File: src/hdl/oale_pkg.sv
// ----------------------------------------------------------------------------
// oale_pkg - ordered array list engine package
// Sizes, operation and status codes, and the per-cell control type.
// ----------------------------------------------------------------------------
package oale_pkg;

    localparam int CAPACITY = 16;
    localparam int IDX_W    = $clog2(CAPACITY);
    localparam int CNT_W    = $clog2(CAPACITY + 1);
    localparam int CMP_W    = 10;

    localparam int FUNC_W   = 3;
    localparam int POS_W    = 5;
    localparam int WORD_W   = 32;
    localparam int STAT_W   = 3;

    localparam int IN_TDATA_W  = 40;
    localparam int OUT_TDATA_W = 48;

    localparam logic [FUNC_W-1:0] FUNC_INSERT = 3'd0;
    localparam logic [FUNC_W-1:0] FUNC_DELETE = 3'd1;
    localparam logic [FUNC_W-1:0] FUNC_READ   = 3'd2;
    localparam logic [FUNC_W-1:0] FUNC_FIND   = 3'd3;
    localparam logic [FUNC_W-1:0] FUNC_MODIFY = 3'd4;
    localparam logic [FUNC_W-1:0] FUNC_CLEAR  = 3'd5;

    localparam logic [STAT_W-1:0] ST_OK       = 3'd0;
    localparam logic [STAT_W-1:0] ST_RANGE    = 3'd1;
    localparam logic [STAT_W-1:0] ST_FULL     = 3'd2;
    localparam logic [STAT_W-1:0] ST_EMPTY    = 3'd3;
    localparam logic [STAT_W-1:0] ST_NOTFOUND = 3'd4;

    typedef enum logic [1:0] {
        CELL_HOLD       = 2'd0,
        CELL_LOAD       = 2'd1,
        CELL_TAKE_LOWER = 2'd2,
        CELL_TAKE_UPPER = 2'd3
    } cell_op_t;

    typedef struct packed {
        cell_op_t op;
    } cell_ctrl_t;

endpackage

File: src/hdl/oale_cell.sv
// ----------------------------------------------------------------------------
// oale_cell - one list entry
// Holds one word; loads a new word, takes a neighbor's word, or holds, and
// compares its word against the search value.
// ----------------------------------------------------------------------------
module oale_cell (
    input  logic                                aclk,
    input  oale_pkg::cell_ctrl_t                ctrl,
    input  logic signed [oale_pkg::WORD_W-1:0]  load_value,
    input  logic signed [oale_pkg::WORD_W-1:0]  lower_data,
    input  logic signed [oale_pkg::WORD_W-1:0]  upper_data,
    output logic signed [oale_pkg::WORD_W-1:0]  entry_data,
    output logic                                match
);

    logic signed [oale_pkg::WORD_W-1:0] entry_reg;
    logic signed [oale_pkg::WORD_W-1:0] entry_next;

    always_comb begin
        case (ctrl.op)
            oale_pkg::CELL_LOAD:       entry_next = load_value;
            oale_pkg::CELL_TAKE_LOWER: entry_next = lower_data;
            oale_pkg::CELL_TAKE_UPPER: entry_next = upper_data;
            default:                   entry_next = entry_reg;
        endcase
    end

    always_ff @(posedge aclk) begin
        entry_reg <= entry_next;
    end

    assign entry_data = entry_reg;
    assign match      = (entry_reg == load_value);

endmodule

File: src/hdl/ordered_array_list_engine_core.sv
// ----------------------------------------------------------------------------
// ordered_array_list_engine_core - ordered list of signed words in a cell row
// Insert, delete, read, find, overwrite and clear on a 1-based list.
// ----------------------------------------------------------------------------
// Usage:
//   s_axis carries one operation per transaction: func, position and value.
//   m_axis returns exactly one result per operation: status, data_out,
//   found_position and list_length (length after the operation).
//   Each operation is decoded and applied in the cycle it is accepted; the
//   result appears in the output register on the next cycle, and
//   throughput is one operation per cycle unless the receiver stalls.
//   The row of cells shifts all entries up or down in one step and
//   compares all of them against the search value at once; the
//   first-match encoder and the read mux over the row set the cycle time.
//   When the receiver stalls, the result holds in the output register and
//   s_axis_tready stays low until it is taken; a new operation is accepted
//   in the same cycle that the pending result is taken.
//   Reset clears the length and the output valid; entry contents are not
//   cleared and are only read after being written.
// ----------------------------------------------------------------------------
module ordered_array_list_engine_core (
    input  logic                                 aclk,
    input  logic                                 aresetn,
    input  logic                                 s_axis_tvalid,
    output logic                                 s_axis_tready,
    // [2:0] func, [7:3] position, [39:8] value
    input  logic [oale_pkg::IN_TDATA_W-1:0]      s_axis_tdata,
    output logic                                 m_axis_tvalid,
    input  logic                                 m_axis_tready,
    // [2:0] status, [34:3] data_out, [39:35] found_position,
    // [44:40] list_length, [47:45] zero
    output logic [oale_pkg::OUT_TDATA_W-1:0]     m_axis_tdata
);

    localparam int CAP = oale_pkg::CAPACITY;

    logic [oale_pkg::FUNC_W-1:0]        in_func;
    logic [oale_pkg::POS_W-1:0]         in_pos;
    logic signed [oale_pkg::WORD_W-1:0] in_value;

    logic [oale_pkg::CNT_W-1:0] count_reg;
    logic [oale_pkg::CNT_W-1:0] count_next;

    logic                               m_valid_reg;
    logic [oale_pkg::STAT_W-1:0]        status_reg,  status_next;
    logic signed [oale_pkg::WORD_W-1:0] data_reg,    data_next;
    logic [oale_pkg::POS_W-1:0]         found_reg,   found_next;

    oale_pkg::cell_ctrl_t               cell_ctrl  [CAP];
    logic signed [oale_pkg::WORD_W-1:0] cell_data  [CAP];
    logic signed [oale_pkg::WORD_W-1:0] cell_lower [CAP];
    logic signed [oale_pkg::WORD_W-1:0] cell_upper [CAP];
    logic [CAP-1:0]                     cell_match;

    logic                           accept;
    logic [oale_pkg::CMP_W-1:0]     pos_ext;
    logic [oale_pkg::CMP_W-1:0]     cnt_ext;
    logic [oale_pkg::CMP_W-1:0]     pos_m1;
    logic [oale_pkg::IDX_W-1:0]     sel_idx;
    logic                           pos_ok;
    logic                           pos_ok_ins;
    logic                           is_full;
    logic                           do_insert;
    logic                           do_delete;
    logic                           do_modify;
    logic signed [oale_pkg::WORD_W-1:0] sel_data;
    logic [oale_pkg::POS_W-1:0]     first_pos;
    logic                           any_match;

    assign in_func  = s_axis_tdata[2:0];
    assign in_pos   = s_axis_tdata[7:3];
    assign in_value = s_axis_tdata[39:8];

    assign s_axis_tready = !m_valid_reg || m_axis_tready;
    assign accept        = s_axis_tvalid && s_axis_tready;

    assign pos_ext    = oale_pkg::CMP_W'(in_pos);
    assign cnt_ext    = oale_pkg::CMP_W'(count_reg);
    assign pos_m1     = pos_ext - oale_pkg::CMP_W'(1);
    assign sel_idx    = pos_m1[oale_pkg::IDX_W-1:0];
    assign pos_ok     = (pos_ext != '0) && (pos_ext <= cnt_ext);
    assign pos_ok_ins = (pos_ext != '0) && (pos_ext <= cnt_ext + oale_pkg::CMP_W'(1));
    assign is_full    = (cnt_ext >= oale_pkg::CMP_W'(CAP));
    assign sel_data   = cell_data[sel_idx];

    assign do_insert = accept && (in_func == oale_pkg::FUNC_INSERT) && pos_ok_ins && !is_full;
    assign do_delete = accept && (in_func == oale_pkg::FUNC_DELETE) && pos_ok;
    assign do_modify = accept && (in_func == oale_pkg::FUNC_MODIFY) && pos_ok;

    // First valid match; scan from the top so the lowest position wins.
    always_comb begin
        first_pos = '0;
        any_match = 1'b0;
        for (int j = CAP - 1; j >= 0; j--) begin
            if (cell_match[j] && (oale_pkg::CMP_W'(j) < cnt_ext)) begin
                first_pos = oale_pkg::POS_W'(j + 1);
                any_match = 1'b1;
            end
        end
    end

    // Cell steering: insert opens a slot, delete closes one, modify reloads one.
    always_comb begin
        for (int j = 0; j < CAP; j++) begin
            cell_ctrl[j].op = oale_pkg::CELL_HOLD;
            if (do_insert) begin
                if (oale_pkg::CMP_W'(j) == pos_m1) begin
                    cell_ctrl[j].op = oale_pkg::CELL_LOAD;
                end else if (oale_pkg::CMP_W'(j) > pos_m1) begin
                    cell_ctrl[j].op = oale_pkg::CELL_TAKE_LOWER;
                end
            end else if (do_delete) begin
                if (oale_pkg::CMP_W'(j) >= pos_m1) begin
                    cell_ctrl[j].op = oale_pkg::CELL_TAKE_UPPER;
                end
            end else if (do_modify) begin
                if (oale_pkg::CMP_W'(j) == pos_m1) begin
                    cell_ctrl[j].op = oale_pkg::CELL_LOAD;
                end
            end
        end
    end

    always_comb begin
        status_next = oale_pkg::ST_OK;
        data_next   = '0;
        found_next  = '0;
        count_next  = count_reg;
        case (in_func)
            oale_pkg::FUNC_INSERT: begin
                if (!pos_ok_ins) begin
                    status_next = oale_pkg::ST_RANGE;
                end else if (is_full) begin
                    status_next = oale_pkg::ST_FULL;
                end else begin
                    count_next = count_reg + oale_pkg::CNT_W'(1);
                end
            end
            oale_pkg::FUNC_DELETE: begin
                if (count_reg == '0) begin
                    status_next = oale_pkg::ST_EMPTY;
                end else if (!pos_ok) begin
                    status_next = oale_pkg::ST_RANGE;
                end else begin
                    data_next  = sel_data;
                    count_next = count_reg - oale_pkg::CNT_W'(1);
                end
            end
            oale_pkg::FUNC_READ: begin
                if (!pos_ok) begin
                    status_next = oale_pkg::ST_RANGE;
                end else begin
                    data_next = sel_data;
                end
            end
            oale_pkg::FUNC_FIND: begin
                if (any_match) begin
                    found_next = first_pos;
                end else begin
                    status_next = oale_pkg::ST_NOTFOUND;
                end
            end
            oale_pkg::FUNC_MODIFY: begin
                if (!pos_ok) begin
                    status_next = oale_pkg::ST_RANGE;
                end
            end
            oale_pkg::FUNC_CLEAR: begin
                count_next = '0;
            end
            default: begin
            end
        endcase
    end

    genvar g;
    generate
        for (g = 0; g < CAP; g++) begin : g_cell
            if (g == 0) begin : g_first
                assign cell_lower[g] = in_value;
            end else begin : g_mid
                assign cell_lower[g] = cell_data[g-1];
            end
            if (g == CAP - 1) begin : g_last
                assign cell_upper[g] = cell_data[g];
            end else begin : g_inner
                assign cell_upper[g] = cell_data[g+1];
            end
            oale_cell u_cell (
                .aclk       (aclk),
                .ctrl       (cell_ctrl[g]),
                .load_value (in_value),
                .lower_data (cell_lower[g]),
                .upper_data (cell_upper[g]),
                .entry_data (cell_data[g]),
                .match      (cell_match[g])
            );
        end
    endgenerate

    always_ff @(posedge aclk) begin
        if (!aresetn) begin
            count_reg   <= '0;
            m_valid_reg <= 1'b0;
        end else begin
            if (accept) begin
                count_reg   <= count_next;
                m_valid_reg <= 1'b1;
            end else if (m_axis_tready) begin
                m_valid_reg <= 1'b0;
            end
        end
    end

    // Payload needs no reset; load on accept only.
    always_ff @(posedge aclk) begin
        if (accept) begin
            status_reg <= status_next;
            data_reg   <= data_next;
            found_reg  <= found_next;
        end
    end

    assign m_axis_tvalid = m_valid_reg;
    assign m_axis_tdata  = {3'b000, oale_pkg::POS_W'(count_reg), found_reg, data_reg,
                            status_reg};

endmodule

File: config.mk
export PLATFORM = sky130hd
export DESIGN_NAME = ordered_array_list_engine_core
export DESIGN_NICKNAME = d
export VERILOG_FILES = /design/src/hdl/oale_pkg.sv /design/src/hdl/oale_cell.sv /design/src/hdl/ordered_array_list_engine_core.sv
export SDC_FILE = /design/constraint.sdc
export NUM_CORES = 2
export LEC_CHECK = 0
export ABC_CLOCK_PERIOD_IN_PS = 13100
export BUFFER_PORTS_ARGS = -buffer_cell sky130_fd_sc_hd__buf_4
export CAP_MARGIN = 20
export CORE_MARGIN = 3
export CORE_UTILIZATION = 60
export DETAILED_ROUTE_END_ITERATION = 16
export PLACE_DENSITY = 0.78
export SLEW_MARGIN = 20
export SYNTH_ARGS = -nofsm -noshare
export SYNTH_HDL_FRONTEND = slang
export SYNTH_SLANG_ARGS = --single-unit
File: constraint.sdc
create_clock -name aclk -period 13.1 [get_ports aclk]
set_input_delay 0.655 -clock aclk [delete_from_list [all_inputs] [get_ports aclk]]
set_output_delay 0.655 -clock aclk [all_outputs]
set_load 0.02 [all_outputs]
==> results by group <==
Run status
  • Status: finished, final reports clean

Pwr
  • Maximum VDD drop: 0.1117 mV
  • LEAKAGE: 0.01478 uW
  • Psw: 1207 uW
  • Switch share: 26.55%
  • Pint: 3339 uW
  • Combinational power share: 13.5%
  • Clock network power share: 41.9%
  • PwrDens: 112.9 mW/mm2
  • Sequential fraction of design power: 44.7%

Floorplanning
  • Core area: 0.06070 mm2
  • Width of the die: 254.6 um
  • Top Ports: 94
  • Die ar.: 0.06481 mm2
  • Initial Util: 61.09%
  • Core Rows: 90
  • DIE HEIGHT: 254.6 um

Clock tree
  • Worst skew pair latency: 0.67 ns
  • CTS HTree Levels: 2
  • TritonCTS clock tree: built
  • Clock transition at path regs: 0.07 ns
  • Bufs on Longest Clock Path: 3
  • CTS Buf Count: 61
  • Resized cells post-CTS: 0
  • Post-CTS Hold Buffers: 0
  • Setup Buffers After CTS: 0
  • Clock sinks: 558
  • Root Driver: clkbuf_16

Placement
  • Pre-CTS setup slack: 7.243 ns
  • Routability cong.: 1.094
  • HPWL after detailed placement: 102,900 um
  • Port bufs: 90

Yosys
  • Top FF cell, synth: edfxtp_1
  • Synth Instances: 3,484
  • Yosys reg bits: 558
  • Commonest cells in the netlist: nand2_1 (742), edfxtp_1 (552), xnor2_1 (329)
  • Synthesized area: 0.03708 mm2
  • Synthesis Warnings: 0
  • Post-synth top area cell: edfxtp_1
  • Async SR Flop Fraction: 0%
  • Cell variety after synth: 71
  • Most common cell in the synthesized netlist: nand2_1
  • Largest cells by area after synthesis: edfxtp_1 (45%), mux4_2 (9.7%), xnor2_1 (7.8%)
  • EDFF count, synth: 552
  • Share of the synthesized area in the top cell type: 44.71%
  • Register area share after synthesis: 45.03%
  • Syn Area/Cell: 10.64 um2

Finish
  • Max reg flops: 512
  • Area growth syn-to-layout: 8.609%
  • Final net count: 3,434
  • Fraction of layout cells with a size suffix above 1: 15.05%

Critical path
  • Critical Path AT: 6.00 ns
  • Critical setup path kind: reg2reg
  • CP startpoint kind: flip-flop
  • R2R Path Start: count_reg[2]$_SDFFE_PN0P_
  • CP Capture Type: flip-flop
  • Crit path required time: 13.42 ns
  • Worst reg2reg endpoint: g_cell[6].u_cell.entry_data[26]$_DFFE_PP_
  • CP max FO: 34
  • Setup slack, reg-to-reg: 7.42 ns
  • Worst R2R Path Depth: 15

Hold path
  • Hold WC Path Type: in2reg
  • Hold path depth: 3
  • WHS Endpoint: m_axis_tvalid$_SDFFE_PN0P_
  • Min-delay src: s_axis_tvalid

Detailed routing
  • Total wire length: 146,500 um
  • Routed wire per std cell: 34.80 um
  • Starting DRC count in detailed routing: 6,912
  • First-pass detailed-route iteration total: 13
  • DR vias: 31,440
  • Via density: 7.469
  • DRC: 0
  • Final antenna-violating net count: 0

Global route
  • Initial antenna violation count: 11
  • First-pass GRT wire length: 210,400 um
  • GRT overflow: 0
  • Overall global routing resource usage: 44.75%
  • Vias in the first global route: 28,960
  • Largest net degree at the start of global routing: 66

STA
  • Fin crit period: 5.678 ns
  • Worst-margin pin slew: 1.154 ns
  • Final hold vios: 0
  • Fin Setup TNS: 0 ns
  • Worst slew margin: 22.38%
  • Max Slew Vio Count: 0
  • Final setup margin: 7.422 ns
  • RSZ-0062 raised after global routing: false
  • Final Setup Violations: 0
  • Max Clk Rate: 0.1761 GHz
  • Period utilization: 43.34%
  • Skew final: 0.03018 ns

Flow run
  • MaxCap Viol Count: 0
## cell type report
| cell class | instances | area (um2) |
|---|---|---|
| inverter | 80 | 302.8 |
| clock buffer | 69 | 1578 |
| antenna | 7 | 17.52 |
| timing repair buffer | 158 | 1222 |
| fill | 4494 | 20430 |
| sequential | 558 | 16700 |
| multi-input combinational | 2513 | 18920 |
| tap | 782 | 978.4 |
| clock inverter | 43 | 549.3 |
## cells in the final DEF (no fill, tap or decap), types with 16 or more instances in the layout
cell,count
a222oi_1,64
clkinv_2,16
nor3_1,23
nand2_1,742
nor4_1,57
nand4_1,91
ha_1,17
mux2_2,39
o21ai_1,70
nor2_2,17
nand3_1,25
nor2_1,100
a31oi_1,70
edfxtp_1,552
inv_1,77
xnor2_1,329
mux4_2,160
mux2i_1,64
and3_1,36
buf_4,153
clkbuf_16,62
o21ai_0,17
a22oi_1,256
mux2_1,25
a21oi_1,25
xor2_1,188
## logic make-up (layout without fill, tap and decap cells)
kind of cell / after synthesis / count (layout) / share of synthesized area (%)
flops: 558 / 558 / 45.03
xor+xnor: 519 / 519 / 12.26
simple gates: 1143 / 1143 / 13.60
other cells: 1 / 10 / 0.01011
fa+ha+maj: 18 / 18 / 0.6074
mux: 288 / 288 / 13.39
compound gates: 542 / 542 / 10.48
buf+inv: 415 / 350 / 4.620
## per-stage QoR
step           power [uW]  area, um2  util, %  instances  hold slack (ns)
6_report             4545      40270    66.35       4210           0.2521
5_1_grt              4621      40250    66.32       4203           0.2706
4_1_cts              4506      40230    66.28       4202           0.2368
3_5_place_dp         2652      38100    62.77       4090           0.5140
3_3_place_gp         2641      38070    62.72       4088           0.5022
2_1_floorplan        2449      37080        -       3486           0.5745
## layer usage
layer	wire length (um)	vias up	track usage, %
li1	-	12620	-
met1	50770	15120	61.29
met2	61600	3282	64.01
met3	26690	421	18.33
met4	7399	8	17.20
met5	62	-	0
## power groups by stage
| stage | Combinational [uW] | Sequential (uW) | Clock, uW |
|---|---|---|---|
| after floorplan | 390 | 2060 | 0 |
| after global placement | 576 | 2070 | 0 |
| after detailed placement | 586 | 2070 | 0 |
| after CTS | 589 | 2030 | 1890 |
| after global routing | 636 | 2030 | 1960 |
| final | 612 | 2030 | 1900 |
## how the worst max path moves through the flow
stage                                         start                                         to  slack (ns)
after floorplan                     s_axis_tdata[3]   g_cell[9].u_cell.entry_data[0]$_DFFE_PP_        5.40
after global placement              s_axis_tdata[3]  g_cell[9].u_cell.entry_data[21]$_DFFE_PP_        7.39
after detailed placement            s_axis_tdata[3]  g_cell[9].u_cell.entry_data[21]$_DFFE_PP_        7.24
after CTS                 count_reg[2]$_SDFFE_PN0P_  g_cell[6].u_cell.entry_data[22]$_DFFE_PP_        7.60
after global routing      count_reg[2]$_SDFFE_PN0P_  g_cell[6].u_cell.entry_data[22]$_DFFE_PP_        7.30
final                     count_reg[2]$_SDFFE_PN0P_  g_cell[6].u_cell.entry_data[26]$_DFFE_PP_        7.42
## critical path, stage by stage (launching register included)
cell and delay (ns):
dfxtp_1 0.76, nand3_1 0.53, xnor2_1 0.26, ha_1 0.30
and3_1 0.15, nand3_1 0.08, a21oi_1 0.13, a211oi_1 0.09
or4_1 0.48, buf_4 0.27, nor2_4 0.74, a21o_1 0.20
a32oi_4 0.11, buf_4 0.35, nand2_1 0.39, buf_4 0.44
Power figures use the tool's default switching activity.
